**src/rtl/core/msq_pkg.sv**
```systemverilog
// Package: record type, status codes and the service-order compare for the priority queue.
package msq_pkg;

    // One queued record.
    typedef struct packed {
        logic [15:0] truck_id;
        logic [1:0]  class_level;
        logic [15:0] tonnage;
        logic [15:0] total_items;
        logic [7:0]  distinct_items;
        logic [1:0]  perishable;
        logic [1:0]  frozen;
    } t_rec;

    // Result status codes.
    typedef enum logic [1:0] {
        ST_OK        = 2'd0,
        ST_FULL      = 2'd1,
        ST_EMPTY     = 2'd2,
        ST_BAD_CLASS = 2'd3
    } t_status;

    // Item kinds.
    localparam logic KIND_INSERT = 1'b0;
    localparam logic KIND_POP    = 1'b1;

    // Class level that marks an invalid record.
    localparam logic [1:0] CLASS_NONE = 2'd0;

    // Control broadcast to every cell of the chain.
    typedef struct packed {
        logic do_insert;
        logic do_pop;
        t_rec rec;
    } t_cell_ctl;

    // True when record a must leave strictly before record b.
    function automatic logic goes_before(input t_rec a, input t_rec b);
        logic res;
        if (a.class_level != b.class_level) begin
            res = (a.class_level < b.class_level);
        end else if (a.tonnage != b.tonnage) begin
            res = (a.tonnage > b.tonnage);
        end else if (a.total_items != b.total_items) begin
            res = (a.total_items > b.total_items);
        end else if (a.perishable != b.perishable) begin
            res = (a.perishable > b.perishable);
        end else begin
            res = (a.frozen > b.frozen);
        end
        return res;
    endfunction

endpackage

```
**src/rtl/core/msq_if.sv**
```systemverilog
// Interfaces: valid/ready channels for queue items and queue results.
interface msq_in_if;
    logic        valid;
    logic        ready;
    logic        kind;
    logic [15:0] truck_id;
    logic [1:0]  class_level;
    logic [15:0] tonnage;
    logic [15:0] total_items;
    logic [7:0]  distinct_items;
    logic [1:0]  perishable;
    logic [1:0]  frozen;

    modport source (
        output valid, kind, truck_id, class_level, tonnage, total_items,
               distinct_items, perishable, frozen,
        input  ready
    );
    modport sink (
        input  valid, kind, truck_id, class_level, tonnage, total_items,
               distinct_items, perishable, frozen,
        output ready
    );
endinterface

interface msq_out_if;
    logic        valid;
    logic        ready;
    logic [1:0]  status;
    logic [15:0] out_truck_id;
    logic [1:0]  out_class_level;
    logic [15:0] out_tonnage;
    logic [15:0] out_total_items;
    logic [7:0]  out_distinct_items;
    logic [1:0]  out_perishable;
    logic [1:0]  out_frozen;
    logic [4:0]  occupancy;

    modport source (
        output valid, status, out_truck_id, out_class_level, out_tonnage,
               out_total_items, out_distinct_items, out_perishable, out_frozen,
               occupancy,
        input  ready
    );
    modport sink (
        input  valid, status, out_truck_id, out_class_level, out_tonnage,
               out_total_items, out_distinct_items, out_perishable, out_frozen,
               occupancy,
        output ready
    );
endinterface

```
**src/rtl/core/msq_cell.sv**
```systemverilog
// Queue cell: holds one record and shifts toward its neighbors on insert and pop.
module msq_cell (
    input  logic                  i_clk,
    input  msq_pkg::t_cell_ctl    i_ctl,
    input  logic                  i_valid,
    input  logic                  i_left_flag,
    input  msq_pkg::t_rec         i_left_rec,
    input  msq_pkg::t_rec         i_right_rec,
    output logic                  o_flag,
    output msq_pkg::t_rec         o_rec
);

    msq_pkg::t_rec r_rec;
    msq_pkg::t_rec n_rec;

    // The new record belongs at or before this cell when the cell is empty
    // or the new record leaves strictly before the one held here.
    assign o_flag = !i_valid || msq_pkg::goes_before(i_ctl.rec, r_rec);
    assign o_rec  = r_rec;

    // Insert: the first flagged cell takes the new record, later ones shift right.
    // Pop: every cell takes its right neighbor.
    always_comb begin
        n_rec = r_rec;
        if (i_ctl.do_insert) begin
            if (o_flag && !i_left_flag) begin
                n_rec = i_ctl.rec;
            end else if (o_flag) begin
                n_rec = i_left_rec;
            end
        end else if (i_ctl.do_pop) begin
            n_rec = i_right_rec;
        end
    end

    always_ff @(posedge i_clk) begin
        r_rec <= n_rec;
    end

endmodule

```
**src/rtl/core/multikey_sorted_priority_queue.sv**
```systemverilog
// Top level: sorted priority queue built as a chain of compare-and-shift cells.
//
//   Channel  Dir  Modport  Beat carries
//   i_in     in   sink     kind, truck_id, class_level, tonnage, total_items,
//                          distinct_items, perishable, frozen
//   o_out    out  source   status, popped record fields, occupancy
//
// All DEPTH cells compare against the new record in parallel and shift in the same
// edge, so one beat is accepted per cycle while the output register can take it.
// The result is held in an output register; a new beat is accepted while that
// register is empty or being drained in the same cycle.
// Reset (synchronous, active low) empties the queue and the output register.
// Record storage is not cleared; only cells below the entry count are ever read.
module multikey_sorted_priority_queue #(
    parameter int DEPTH = 16
) (
    input  logic      i_clk,
    input  logic      i_rst_n,
    msq_in_if.sink    i_in,
    msq_out_if.source o_out
);

    localparam int CW = $clog2(DEPTH + 1);
    localparam int OW = (CW > 5) ? CW : 5;

    logic [CW-1:0] r_count;
    logic [CW-1:0] n_count;

    logic          r_out_valid;
    msq_pkg::t_status r_status;
    msq_pkg::t_rec r_out_rec;
    logic [4:0]    r_occ;

    msq_pkg::t_status n_status;
    msq_pkg::t_rec n_out_rec;
    logic [4:0]    n_occ;
    logic [OW-1:0] w_count_ext;

    logic          w_accept;
    logic          w_full;
    logic          w_empty;
    msq_pkg::t_rec w_new_rec;
    msq_pkg::t_cell_ctl w_ctl;

    logic          w_flag [DEPTH];
    msq_pkg::t_rec w_rec  [DEPTH];

    // Input beat handshake.
    assign i_in.ready = !r_out_valid || o_out.ready;
    assign w_accept   = i_in.valid && i_in.ready;
    assign w_full     = (r_count >= CW'(DEPTH));
    assign w_empty    = (r_count == '0);

    assign w_new_rec.truck_id       = i_in.truck_id;
    assign w_new_rec.class_level    = i_in.class_level;
    assign w_new_rec.tonnage        = i_in.tonnage;
    assign w_new_rec.total_items    = i_in.total_items;
    assign w_new_rec.distinct_items = i_in.distinct_items;
    assign w_new_rec.perishable     = i_in.perishable;
    assign w_new_rec.frozen         = i_in.frozen;

    // Decode the accepted beat into cell control, status and next count.
    always_comb begin
        w_ctl.do_insert = 1'b0;
        w_ctl.do_pop    = 1'b0;
        w_ctl.rec       = w_new_rec;
        n_status        = msq_pkg::ST_OK;
        n_out_rec       = '0;
        n_count         = r_count;
        if (i_in.kind == msq_pkg::KIND_INSERT) begin
            if (i_in.class_level == msq_pkg::CLASS_NONE) begin
                n_status = msq_pkg::ST_BAD_CLASS;
            end else if (w_full) begin
                n_status = msq_pkg::ST_FULL;
            end else begin
                w_ctl.do_insert = w_accept;
                n_count         = r_count + CW'(1);
            end
        end else begin
            if (w_empty) begin
                n_status = msq_pkg::ST_EMPTY;
            end else begin
                w_ctl.do_pop = w_accept;
                n_out_rec    = w_rec[0];
                n_count      = r_count - CW'(1);
            end
        end
    end

    assign w_count_ext = OW'(n_count);
    assign n_occ       = w_count_ext[4:0];

    // Chain of cells; cell zero holds the record that leaves first.
    for (genvar g = 0; g < DEPTH; g++) begin : g_cell
        logic          w_left_flag;
        msq_pkg::t_rec w_left_rec;
        msq_pkg::t_rec w_right_rec;

        if (g == 0) begin : g_head
            assign w_left_flag = 1'b0;
            assign w_left_rec  = w_new_rec;
        end else begin : g_body
            assign w_left_flag = w_flag[g-1];
            assign w_left_rec  = w_rec[g-1];
        end

        if (g == DEPTH - 1) begin : g_tail
            assign w_right_rec = w_rec[g];
        end else begin : g_inner
            assign w_right_rec = w_rec[g+1];
        end

        msq_cell u_cell (
            .i_clk       (i_clk),
            .i_ctl       (w_ctl),
            .i_valid     (CW'(g) < r_count),
            .i_left_flag (w_left_flag),
            .i_left_rec  (w_left_rec),
            .i_right_rec (w_right_rec),
            .o_flag      (w_flag[g]),
            .o_rec       (w_rec[g])
        );
    end

    // Entry count and result valid.
    always_ff @(posedge i_clk) begin
        if (!i_rst_n) begin
            r_count     <= '0;
            r_out_valid <= 1'b0;
        end else begin
            if (w_accept) begin
                r_count     <= n_count;
                r_out_valid <= 1'b1;
            end else if (o_out.ready) begin
                r_out_valid <= 1'b0;
            end
        end
    end

    // Result payload register.
    always_ff @(posedge i_clk) begin
        if (w_accept) begin
            r_status  <= n_status;
            r_out_rec <= n_out_rec;
            r_occ     <= n_occ;
        end
    end

    assign o_out.valid              = r_out_valid;
    assign o_out.status             = r_status;
    assign o_out.out_truck_id       = r_out_rec.truck_id;
    assign o_out.out_class_level    = r_out_rec.class_level;
    assign o_out.out_tonnage        = r_out_rec.tonnage;
    assign o_out.out_total_items    = r_out_rec.total_items;
    assign o_out.out_distinct_items = r_out_rec.distinct_items;
    assign o_out.out_perishable     = r_out_rec.perishable;
    assign o_out.out_frozen         = r_out_rec.frozen;
    assign o_out.occupancy          = r_occ;

    // The count never passes the number of cells.
    a_count_bound: assert property (@(posedge i_clk) disable iff (!i_rst_n)
        r_count <= CW'(DEPTH))
        else $error("entry count above depth");

    // A successful pop always returns a record of a valid class.
    a_pop_class: assert property (@(posedge i_clk) disable iff (!i_rst_n)
        (w_ctl.do_pop) |=> (r_out_rec.class_level != msq_pkg::CLASS_NONE))
        else $error("popped record with invalid class");

    // A pop on an empty queue leaves the count at zero and reports empty.
    a_empty_pop: assert property (@(posedge i_clk) disable iff (!i_rst_n)
        (w_accept && i_in.kind == msq_pkg::KIND_POP && w_empty)
        |=> (r_count == '0 && r_status == msq_pkg::ST_EMPTY))
        else $error("empty pop changed the queue");

    // Insert and pop never act in the same cycle.
    a_one_op: assert property (@(posedge i_clk) disable iff (!i_rst_n)
        !(w_ctl.do_insert && w_ctl.do_pop))
        else $error("insert and pop both active");

endmodule

```
**src/flat_wrapper.sv**
```systemverilog
// flat-port wrapper written by rule: the top's interface ports become plain ports
module multikey_sorted_priority_queue_flat 
#(
    parameter int DEPTH = 16
)
  (i_clk, i_rst_n, i_in_valid, i_in_kind, i_in_truck_id, i_in_class_level, i_in_tonnage, i_in_total_items, i_in_distinct_items, i_in_perishable, i_in_frozen, i_in_ready, o_out_valid, o_out_status, o_out_out_truck_id, o_out_out_class_level, o_out_out_tonnage, o_out_out_total_items, o_out_out_distinct_items, o_out_out_perishable, o_out_out_frozen, o_out_occupancy, o_out_ready);
  msq_in_if i_in_i ();
  msq_out_if o_out_i ();
  input  logic i_clk;
  input  logic i_rst_n;
  input wire logic [$bits(i_in_i.valid)-1:0] i_in_valid;
  input wire logic [$bits(i_in_i.kind)-1:0] i_in_kind;
  input wire logic [$bits(i_in_i.truck_id)-1:0] i_in_truck_id;
  input wire logic [$bits(i_in_i.class_level)-1:0] i_in_class_level;
  input wire logic [$bits(i_in_i.tonnage)-1:0] i_in_tonnage;
  input wire logic [$bits(i_in_i.total_items)-1:0] i_in_total_items;
  input wire logic [$bits(i_in_i.distinct_items)-1:0] i_in_distinct_items;
  input wire logic [$bits(i_in_i.perishable)-1:0] i_in_perishable;
  input wire logic [$bits(i_in_i.frozen)-1:0] i_in_frozen;
  output wire logic [$bits(i_in_i.ready)-1:0] i_in_ready;
  output wire logic [$bits(o_out_i.valid)-1:0] o_out_valid;
  output wire logic [$bits(o_out_i.status)-1:0] o_out_status;
  output wire logic [$bits(o_out_i.out_truck_id)-1:0] o_out_out_truck_id;
  output wire logic [$bits(o_out_i.out_class_level)-1:0] o_out_out_class_level;
  output wire logic [$bits(o_out_i.out_tonnage)-1:0] o_out_out_tonnage;
  output wire logic [$bits(o_out_i.out_total_items)-1:0] o_out_out_total_items;
  output wire logic [$bits(o_out_i.out_distinct_items)-1:0] o_out_out_distinct_items;
  output wire logic [$bits(o_out_i.out_perishable)-1:0] o_out_out_perishable;
  output wire logic [$bits(o_out_i.out_frozen)-1:0] o_out_out_frozen;
  output wire logic [$bits(o_out_i.occupancy)-1:0] o_out_occupancy;
  input wire logic [$bits(o_out_i.ready)-1:0] o_out_ready;
  assign i_in_i.valid = i_in_valid;
  assign i_in_i.kind = i_in_kind;
  assign i_in_i.truck_id = i_in_truck_id;
  assign i_in_i.class_level = i_in_class_level;
  assign i_in_i.tonnage = i_in_tonnage;
  assign i_in_i.total_items = i_in_total_items;
  assign i_in_i.distinct_items = i_in_distinct_items;
  assign i_in_i.perishable = i_in_perishable;
  assign i_in_i.frozen = i_in_frozen;
  assign i_in_ready = i_in_i.ready;
  assign o_out_valid = o_out_i.valid;
  assign o_out_status = o_out_i.status;
  assign o_out_out_truck_id = o_out_i.out_truck_id;
  assign o_out_out_class_level = o_out_i.out_class_level;
  assign o_out_out_tonnage = o_out_i.out_tonnage;
  assign o_out_out_total_items = o_out_i.out_total_items;
  assign o_out_out_distinct_items = o_out_i.out_distinct_items;
  assign o_out_out_perishable = o_out_i.out_perishable;
  assign o_out_out_frozen = o_out_i.out_frozen;
  assign o_out_occupancy = o_out_i.occupancy;
  assign o_out_i.ready = o_out_ready;
  multikey_sorted_priority_queue #(.DEPTH(DEPTH)) u_core (.i_clk(i_clk), .i_rst_n(i_rst_n), .i_in(i_in_i), .o_out(o_out_i));
endmodule
```
**config.mk**
```make
export PLATFORM = sky130hd
export DESIGN_NAME = multikey_sorted_priority_queue_flat
export DESIGN_NICKNAME = d
export VERILOG_FILES = /design/src/rtl/core/msq_pkg.sv /design/src/rtl/core/msq_if.sv /design/src/rtl/core/msq_cell.sv /design/src/rtl/core/multikey_sorted_priority_queue.sv /design/src/flat_wrapper.sv
export SDC_FILE = /design/constraint.sdc
export NUM_CORES = 2
export LEC_CHECK = 0
export BUFFER_PORTS_ARGS = -buffer_cell sky130_fd_sc_hd__buf_2
export CELL_PAD_IN_SITES_DETAIL_PLACEMENT = 1
export CELL_PAD_IN_SITES_GLOBAL_PLACEMENT = 2
export CORE_MARGIN = 1
export CORE_UTILIZATION = 25
export CTS_CLUSTER_SIZE = 25
export DETAILED_ROUTE_END_ITERATION = 6
export PLACE_DENSITY_LB_ADDON = 0.1
export SYNTH_ARGS = -nofsm -noshare
export SYNTH_HDL_FRONTEND = slang
export SYNTH_SLANG_ARGS = --single-unit
```
**constraint.sdc**
```tcl
create_clock -name i_clk -period 13.2 [get_ports i_clk]
set_input_delay 0 -clock i_clk [delete_from_list [all_inputs] [get_ports i_clk]]
set_output_delay 0 -clock i_clk [all_outputs]
set_load 0.1 [all_outputs]
```
---- Yosys cells after proc, flatten, opt, wreduce, memory -nomap -nowiden ----
Cells that the tools add are included.
storage, ports and cells
  input bits .............................. 67
  logic and storage cells ................. 529
  output and inout port bits .............. 71
  register bits ........................... 1,067
operators by class
  reduce and logical (&&, ||, !) cells .... 87
  equal/unequal tests ..................... 79
  order comparisons ....................... 97
  bitwise gates (word level) .............. 1
  add/subtract/negate cells ............... 2
  muxes and demuxes ....................... 140
operators with widths
  kind                   count
  $mux W62               61
  $gt A16 B16 Y1         32
  $ne A16 B16 Y1         32
  $mux W1                72
  $gt A2 B2 Y1           32
  $ne A2 B2 Y1           32
  $ne A3 B3 Y1 const B   14
  $lt A4 B5 Y1 const A   8
  $logic_not A1 Y1       32
  $lt A2 B2 Y1           16
  $reduce_and A2 Y1      16
  $lt A3 B5 Y1 const A   4
  $mux W5                4
  $logic_or A1 B1 Y1     17
  $logic_and A1 B1 Y1    16
  $lt A1 B5 Y1 const A   2
  $lt A2 B5 Y1 const A   2
  $mux W2                3
  $reduce_bool A2 Y1     3
  $add A5 B1 Y5 const B  1
  $ge A5 B5 Y1 const B   1
  $logic_not A5 Y1       1
  $sub A5 B1 Y5 const B  1
  $logic_not A2 Y1       1
  other kinds (3)        3

---- Logic depth before layout (Yosys ltp) ----
  depth in word-level cells ............... 10
  gate-level depth with buffers ........... 13

---- Cells and area by module ----
A second synthesis with hierarchy kept.
unflattened totals
  cells, all modules ...................... 8,246
  area total of the unflattened synthesis .. 82,355.2 um^2
by module, submodules not included
  module                                  cells each  area an instance (um^2)  instances
  msq_cell (u_core.g_cell[0].u_cell ...)  500         4,947.2                  15
  msq_cell (u_core.g_cell[9].u_cell)      496         4,862.2                  1
  multikey_sorted_priority_queue          250         3,284.4                  1

---- Worst setup path before layout ----
No wires, ideal clock.
  path kind ............................... flip-flop to flip-flop
  from .................................... register u_core.r_out_valid (netlist: u_core.o_out.valid)
  to ...................................... register u_core.g_cell[2].u_cell.r_rec, in the netlist u_core.g_cell[2].u_cell.o_rec[0], enable pin
  data arrival time ....................... 6.999 ns
  slack ................................... 5.633 ns
  data required time ...................... 12.632 ns
  cell stages (with the launch flop) ...... 9
  setup time .............................. 0.568 ns
  path through ............................ dfxtp_1 nand2b_1 nand2_1 inv_1 nand2_1 clkbuf_1 clkbuf_1 clkbuf_1 o21ai_0
between the ends
  cells in the longest elaborated chain, start to end .. 8
ends and longest elaborated chain
  element                                                                     RTL line                               text
  start, declared                                                             multikey_sorted_priority_queue.sv:29   logic r_out_valid;
  start signal, assigned                                                      multikey_sorted_priority_queue.sv:129  r_out_valid <= 1'b0;
  start signal, assigned                                                      multikey_sorted_priority_queue.sv:133  r_out_valid <= 1'b1;
  start signal, assigned                                                      multikey_sorted_priority_queue.sv:135  r_out_valid <= 1'b0;
  $logic_not A1 Y1 *                                                          multikey_sorted_priority_queue.sv:49   assign i_in.ready = !r_out_valid || o_out.ready;
  $logic_or A1 B1 Y1 *                                                        multikey_sorted_priority_queue.sv:49
  named net i_in_ready                                                        flat_wrapper.sv:20                     output wire logic [$bits(i_in_i.ready)-1:0] i_in_ready;
  $logic_and A1 B1 Y1 *                                                       multikey_sorted_priority_queue.sv:50   assign w_accept = i_in.valid && i_in.ready;
  $mux W1                                                                     multikey_sorted_priority_queue.sv:73   end else if (w_full) begin
  $mux W1                                                                     multikey_sorted_priority_queue.sv:71   if (i_in.class_level == msq_pkg::CLASS_NONE) begin
  $mux W1                                                                     multikey_sorted_priority_queue.sv:70   if (i_in.kind == msq_pkg::KIND_INSERT) begin
  $ne A3 B3 Y1 (no source line) / $reduce_bool A2 Y1 (equally long branches)  --
  $reduce_and A2 Y1 (no source line) *                                        --
  end signal, assigned                                                        msq_cell.sv:37                         r_rec <= n_rec;
  end, declared                                                               msq_cell.sv:13                         msq_pkg::t_rec r_rec;
The timed path passes the listed nets; every way through them passes the cells marked *.
A chain may end at the register's enable or synchronous reset.

---- Final worst setup path ----
  from .................................... register u_core.g_cell[2].u_cell.r_rec, in the netlist u_core.g_cell[2].u_cell.o_rec[22]
  to ...................................... register u_core.g_cell[2].u_cell.r_rec, in the netlist u_core.g_cell[2].u_cell.o_rec[24], enable pin
between the ends
  cells in the longest elaborated chain, start to end .. 8
ends and longest elaborated chain
  element                                                  RTL line                      text
  $gt A16 B16 Y1 / $ne A16 B16 Y1 (equally long branches)  msq_pkg.sv:45, msq_pkg.sv:44
  $mux W1 *                                                msq_pkg.sv:44                 end else if (a.total_items != b.total_items) begin
  $mux W1 *                                                msq_pkg.sv:42                 end else if (a.tonnage != b.tonnage) begin
  $mux W1 *                                                msq_pkg.sv:40                 if (a.class_level != b.class_level) begin
  $logic_or A1 B1 Y1 *                                     msq_cell.sv:18                assign o_flag = !i_valid || msq_pkg::goes_before(i_ctl.rec, r_rec);
  $logic_and A1 B1 Y1                                      msq_cell.sv:26                if (o_flag && !i_left_flag) begin
  $ne A3 B3 Y1 (no source line) *                          --
  $reduce_and A2 Y1 (no source line) *                     --
Mark *: on every way between the ends. The rest lies on a longest branch, timed or not.

==> metrics.csv <==
stage,metric,value,unit
status,result_of_the_run,"complete, no violations",
hold_path,min-delay-path-class,input pin to flip-flop,
sta,finalWorstSetupSlack,7.15,ns
synthesis,synth_xor_xnor_area_share,0.0260,%
clock_tree,htreeDepth,4,
setup_path,timing.critical_path.slowest_stage_cell,sky130_fd_sc_hd__nor4_1,
setup_path,cpLargestDelayFamily,simple AND/OR/NAND/NOR gates,
route,totalWireLength,315000,um
setup_path,critical_path_buf_inv_count,4,
synthesis,synth_top_family_by_area,compound AO/OA/AOI/OAI gates,
setup_path,cp.required,13.64,ns
layout,final_area,0.0772,sq mm
route,dr.first_iter.drc_count,3915,
setup_path,cp_common_cell,sky130_fd_sc_hd__buf_4,
setup_path,crit_path_cell_trace,inv_1 > ha_1 > nand4_1 > nor4_1 > nand4_1 > a31oi_1 > o21a_4 > buf_4 > o21ai_4 > buf_4 > buf_4,
synthesis,synth_simple_gate_area_share,10.1,%
global_routing,grt_first_pass_wirelength,448000,um
layout,fraction_of_final_layout_cells_sized_beyond_drive_strength_1,8.77,%
setup_path,reg2reg_to,u_core.g_cell[2].u_cell.o_rec[24],
sta,final_min_period_over_clock_period,45.8,%
setup_path,worst_r2r_path_depth,11,
floorplanning,fp.dieH,521,um
layout,fin_util,28.8,%
setup_path,cp_max_fo,36,
synthesis,synth.largest_area_cell,sky130_fd_sc_hd__edfxtp_1,
floorplanning,top_level_pins,138,
synthesis,synth_most_common_cell,sky130_fd_sc_hd__edfxtp_1,
pwr,power_per_cell_area,139,mW/mm^2
place,gp_routability_congestion,0.817,
global_routing,maximum_number_of_pins_on_one_net_before_global_route_repair,201,
route,viasPerCell,5.48,
synthesis,synthesized_instance_count,6791,
synthesis,post_synth_main_area_contributors,"sky130_fd_sc_hd__edfxtp_1 47%, sky130_fd_sc_hd__ha_1 11%, sky130_fd_sc_hd__a31oi_1 4.1%",
floorplanning,core-area,0.268,sq mm
synthesis,yosysSeqAreaShare,47.4,%
synthesis,complex_gate_fraction_of_the_synthesized_area,22.2,%
floorplanning,start_util,25.2,%
layout,final_layout_fill_cell_count,30100,
route,dr_total_vias,56900,
global_routing,global_route.peak_usage_layer,met2,
clock_tree,clkLatencyLatePin,0.86,ns
setup_path,source_of_the_worst_register_to_register_timing_path,u_core.g_cell[2].u_cell.o_rec[22],
sta,final.setup_skew,0.0879,ns
clock_tree,clkTransAtPathRegs,0.06,ns
clock_tree,clock-root-buffer,sky130_fd_sc_hd__clkbuf_16,
synthesis,synthesis.nets,7469,
synthesis,yosys_warnings,0,
sta,final.min_clock_period,6.05,ns
sta,relSlewSlack,19.5,%
setup_path,reg2reg_setup_slack,7.15,ns
global_routing,use_met1,30.4,%
global_routing,grt_use_met2,37.1,%
layout,final_net_count,7396,
global_routing,antenna_found_initial,20,
global_routing,grt-ovfl-total,0,
place,placedInstanceArea,0.0717,sq mm
hold_path,holdPathEnd,u_core.r_count[0],
job,drv.max_cap_violation_count,0,
place,dp.final_hpwl,204000,um
synthesis,synth_commonest_cells,"1061 x sky130_fd_sc_hd__edfxtp_1, 611 x sky130_fd_sc_hd__ha_1, 558 x sky130_fd_sc_hd__inv_1",
floorplanning,floorplan.die_area,0.272,sq mm
sta,final_max_slew_viol_count,0,
place,place_ws,6.90,ns
setup_path,cp-end-kind,flip-flop,
route,drt_first_pass_iters,5,
setup_path,crit_type,flip-flop to flip-flop,
global_routing,grt_use_total,22.6,%
clock_tree,cts.sinks,1067,
route,post_drt_wl_per_cell,30.3,um
setup_path,timing.critical_path.from_type,flip-flop,
pwr,combinationalPowerShare,20.9,%
floorplanning,die_w,521,um
synthesis,synth_seq_cells,1067,
hold_path,hp-start,i_rst_n,
pwr,clock_power_share,38.5,%
sta,final_count_of_hold_timing_violations,0,
place,place.port_buffers,137,
sta,setup_total_negative_slack,0,ns
synthesis,synthMuxAreaShare,2.26,%
sta,setup_viol_count_final,0,
sta,fmax,165,MHz
synthesis,post_synth_fa_ha_maj_area_fraction,11.3,%
setup_path,critical_path.max_stage_delay,0.86,ns
pwr,total_leakage_power,29.3,nW
pwr,p_sw,3.55,mW
synthesis,synth_edf_count,1061,
layout,flow.area_growth_from_synthesis,14.4,%
synthesis,mappedNetlistArea,0.0675,sq mm
synthesis,yosysUniqueCellTypes,63,
hold_path,hold-path-cell-count,3,
setup_path,worst_setup_path_startpoint,u_core.g_cell[2].u_cell.o_rec[22],
pwr,cellInternalPower,7.22,mW
pwr,p_sw_share,33.0,%
synthesis,dominantRegCellSynth,sky130_fd_sc_hd__edfxtp_1,
route,drc,0,
synthesis,syn-mean-instance-area,9.93,sq um
setup_path,path_depth,11,
sta,worst-slew-pin-transition,1.21,ns
route,final_antenna_net_count,0,
setup_path,arrival,6.49,ns
clock_tree,max-clock-path-buffers,4,
global_routing,grt_pass1_vias,59400,
global_routing,global_route_met3_utilization,3.31,%
floorplanning,core.rowCount,190,
pwr,vdd.ir_drop.worst,0.000103,V
pwr,seqPwrFrac,40.5,%
synthesis,async_reset_ff_share,0,%
clock_tree,cts_resized,0,
clock_tree,tritoncts_clock_tree,yes,
clock_tree,cts_buffers,157,
synthesis,yosys.area.top_type_share,47.2,%
sta,setup_repair_after_global_routing_missed_its_margin,false,
-- worst reg2reg max path: stages (launching register included) --
cell and delay (ns):
sky130_fd_sc_hd__edfxtp_1 0.39, sky130_fd_sc_hd__inv_1 0.10, sky130_fd_sc_hd__ha_1 0.31, sky130_fd_sc_hd__nand4_1 0.28, sky130_fd_sc_hd__nor4_1 0.86, sky130_fd_sc_hd__nand4_1 0.71
sky130_fd_sc_hd__a31oi_1 0.82, sky130_fd_sc_hd__o21a_4 0.65, sky130_fd_sc_hd__buf_4 0.57, sky130_fd_sc_hd__o21ai_4 0.08, sky130_fd_sc_hd__buf_4 0.36, sky130_fd_sc_hd__buf_4 0.51
-- worst max path at each step --
stage	slack [ns]	endpoint
global route	6.75	u_core.g_cell[10].u_cell.o_rec[13]
global placement	6.88	u_core.g_cell[0].u_cell.o_rec[52]
detailed placement	6.90	u_core.g_cell[0].u_cell.o_rec[39]
CTS	6.98	u_core.g_cell[0].u_cell.o_rec[43]
finish	7.15	u_core.g_cell[2].u_cell.o_rec[24]
floorplan	5.63	u_core.g_cell[2].u_cell.o_rec[0]
-- cell families (layout without fill, tap and decap cells) --
| group | after synthesis | in the layout |
|---|---|---|
| simple gates | 1475 | 1475 |
| xor+xnor | 2 | 2 |
| buf+inv | 1134 | 1163 |
| compound gates | 2357 | 2357 |
| mux | 145 | 145 |
| other cells | 0 | 7 |
| fa+ha+maj | 611 | 611 |
| flops | 1067 | 1067 |
-- routing by layer --
layer	share of wire, %	wire (um)
met1	46	145000
met3	4.1	12800
met5	0.043	134
met2	46	146000
met4	3.3	10500
-- registers in the layout, indices dropped and copies added (netlist names) --
name,cells
u_core.o_out.out_frozen,2
u_core.o_out.valid,1
u_core.o_out.status,2
u_core.o_out.out_tonnage,16
u_core.r_count,5
u_core.o_out.out_class_level,2
u_core.o_out.occupancy,5
u_core.o_out.out_truck_id,16
u_core.o_out.out_distinct_items,8
u_core.o_out.out_perishable,2
u_core.o_out.out_total_items,16
u_core.g_cell.u_cell.o_rec,992
-- placed cells by master, fill, tap and decap left out, drive strengths merged, types with 57 or more instances in the layout --
cell type,Yosys,layout
inv,558,561
o21ai,562,562
nor2,420,420
buf,151,278
clkbuf,425,204
edfxtp,1061,1061
nand4,85,85
nand3,323,323
mux2,57,57
o211ai,139,139
dlygate4sd3,0,66
a21oi,531,531
a211oi,98,98
ha,611,611
a22oi,199,199
nand2,402,402
a31oi,447,447
a221o,74,74
nand2b,68,68
o221ai,176,176
mux2i,88,88
-- power by group through the flow --
| stage | sequential [mW] | combinational, mW | clock, mW |
|---|---|---|---|
| final | 4.36 | 2.25 | 4.15 |
| after global routing | 4.40 | 2.46 | 4.38 |
| after CTS | 4.36 | 2.27 | 4.28 |
| after detailed placement | 4.43 | 2.25 | 0 |
| after global placement | 4.43 | 2.21 | 0 |
| after floorplan | 4.50 | 1.22 | 0 |
-- repair_timing --
item,in CTS,in global routing
setup endpoints to repair,0,0
hold buffers,66,0
hold endpoints to repair,681,0
buffers inserted,0,0
-- cell type report --
| class | instances | area (sq um) | share of cell area, % |
|---|---|---|---|
| antenna | 7 | 17.5 | 0.0227 |
| clock buffer | 204 | 4180 | 5.41 |
| clock inverter | 57 | 603 | 0.781 |
| inverter | 558 | 2110 | 2.73 |
| multi-input combinational | 4590 | 31400 | 40.7 |
| sequential | 1067 | 32000 | 41.4 |
| tap | 3552 | 4440 | 5.76 |
| timing repair buffer | 344 | 2440 | 3.16 |
-- through the flow --
| step | total power [mW] | cells | hold WS [ns] |
|---|---|---|---|
| 3_5_place_dp | 6.68 | 10000 | 0.281 |
| 2_1_floorplan | 5.73 | 6791 | 0.122 |
| 5_1_grt | 11.2 | 10400 | 0.0402 |
| 4_1_cts | 10.9 | 10400 | 0.0182 |
| 6_report | 10.8 | 10400 | 0.0710 |
| 3_3_place_gp | 6.64 | 10000 | 0.260 |
Note: power is estimated with default switching activity, not from simulation.
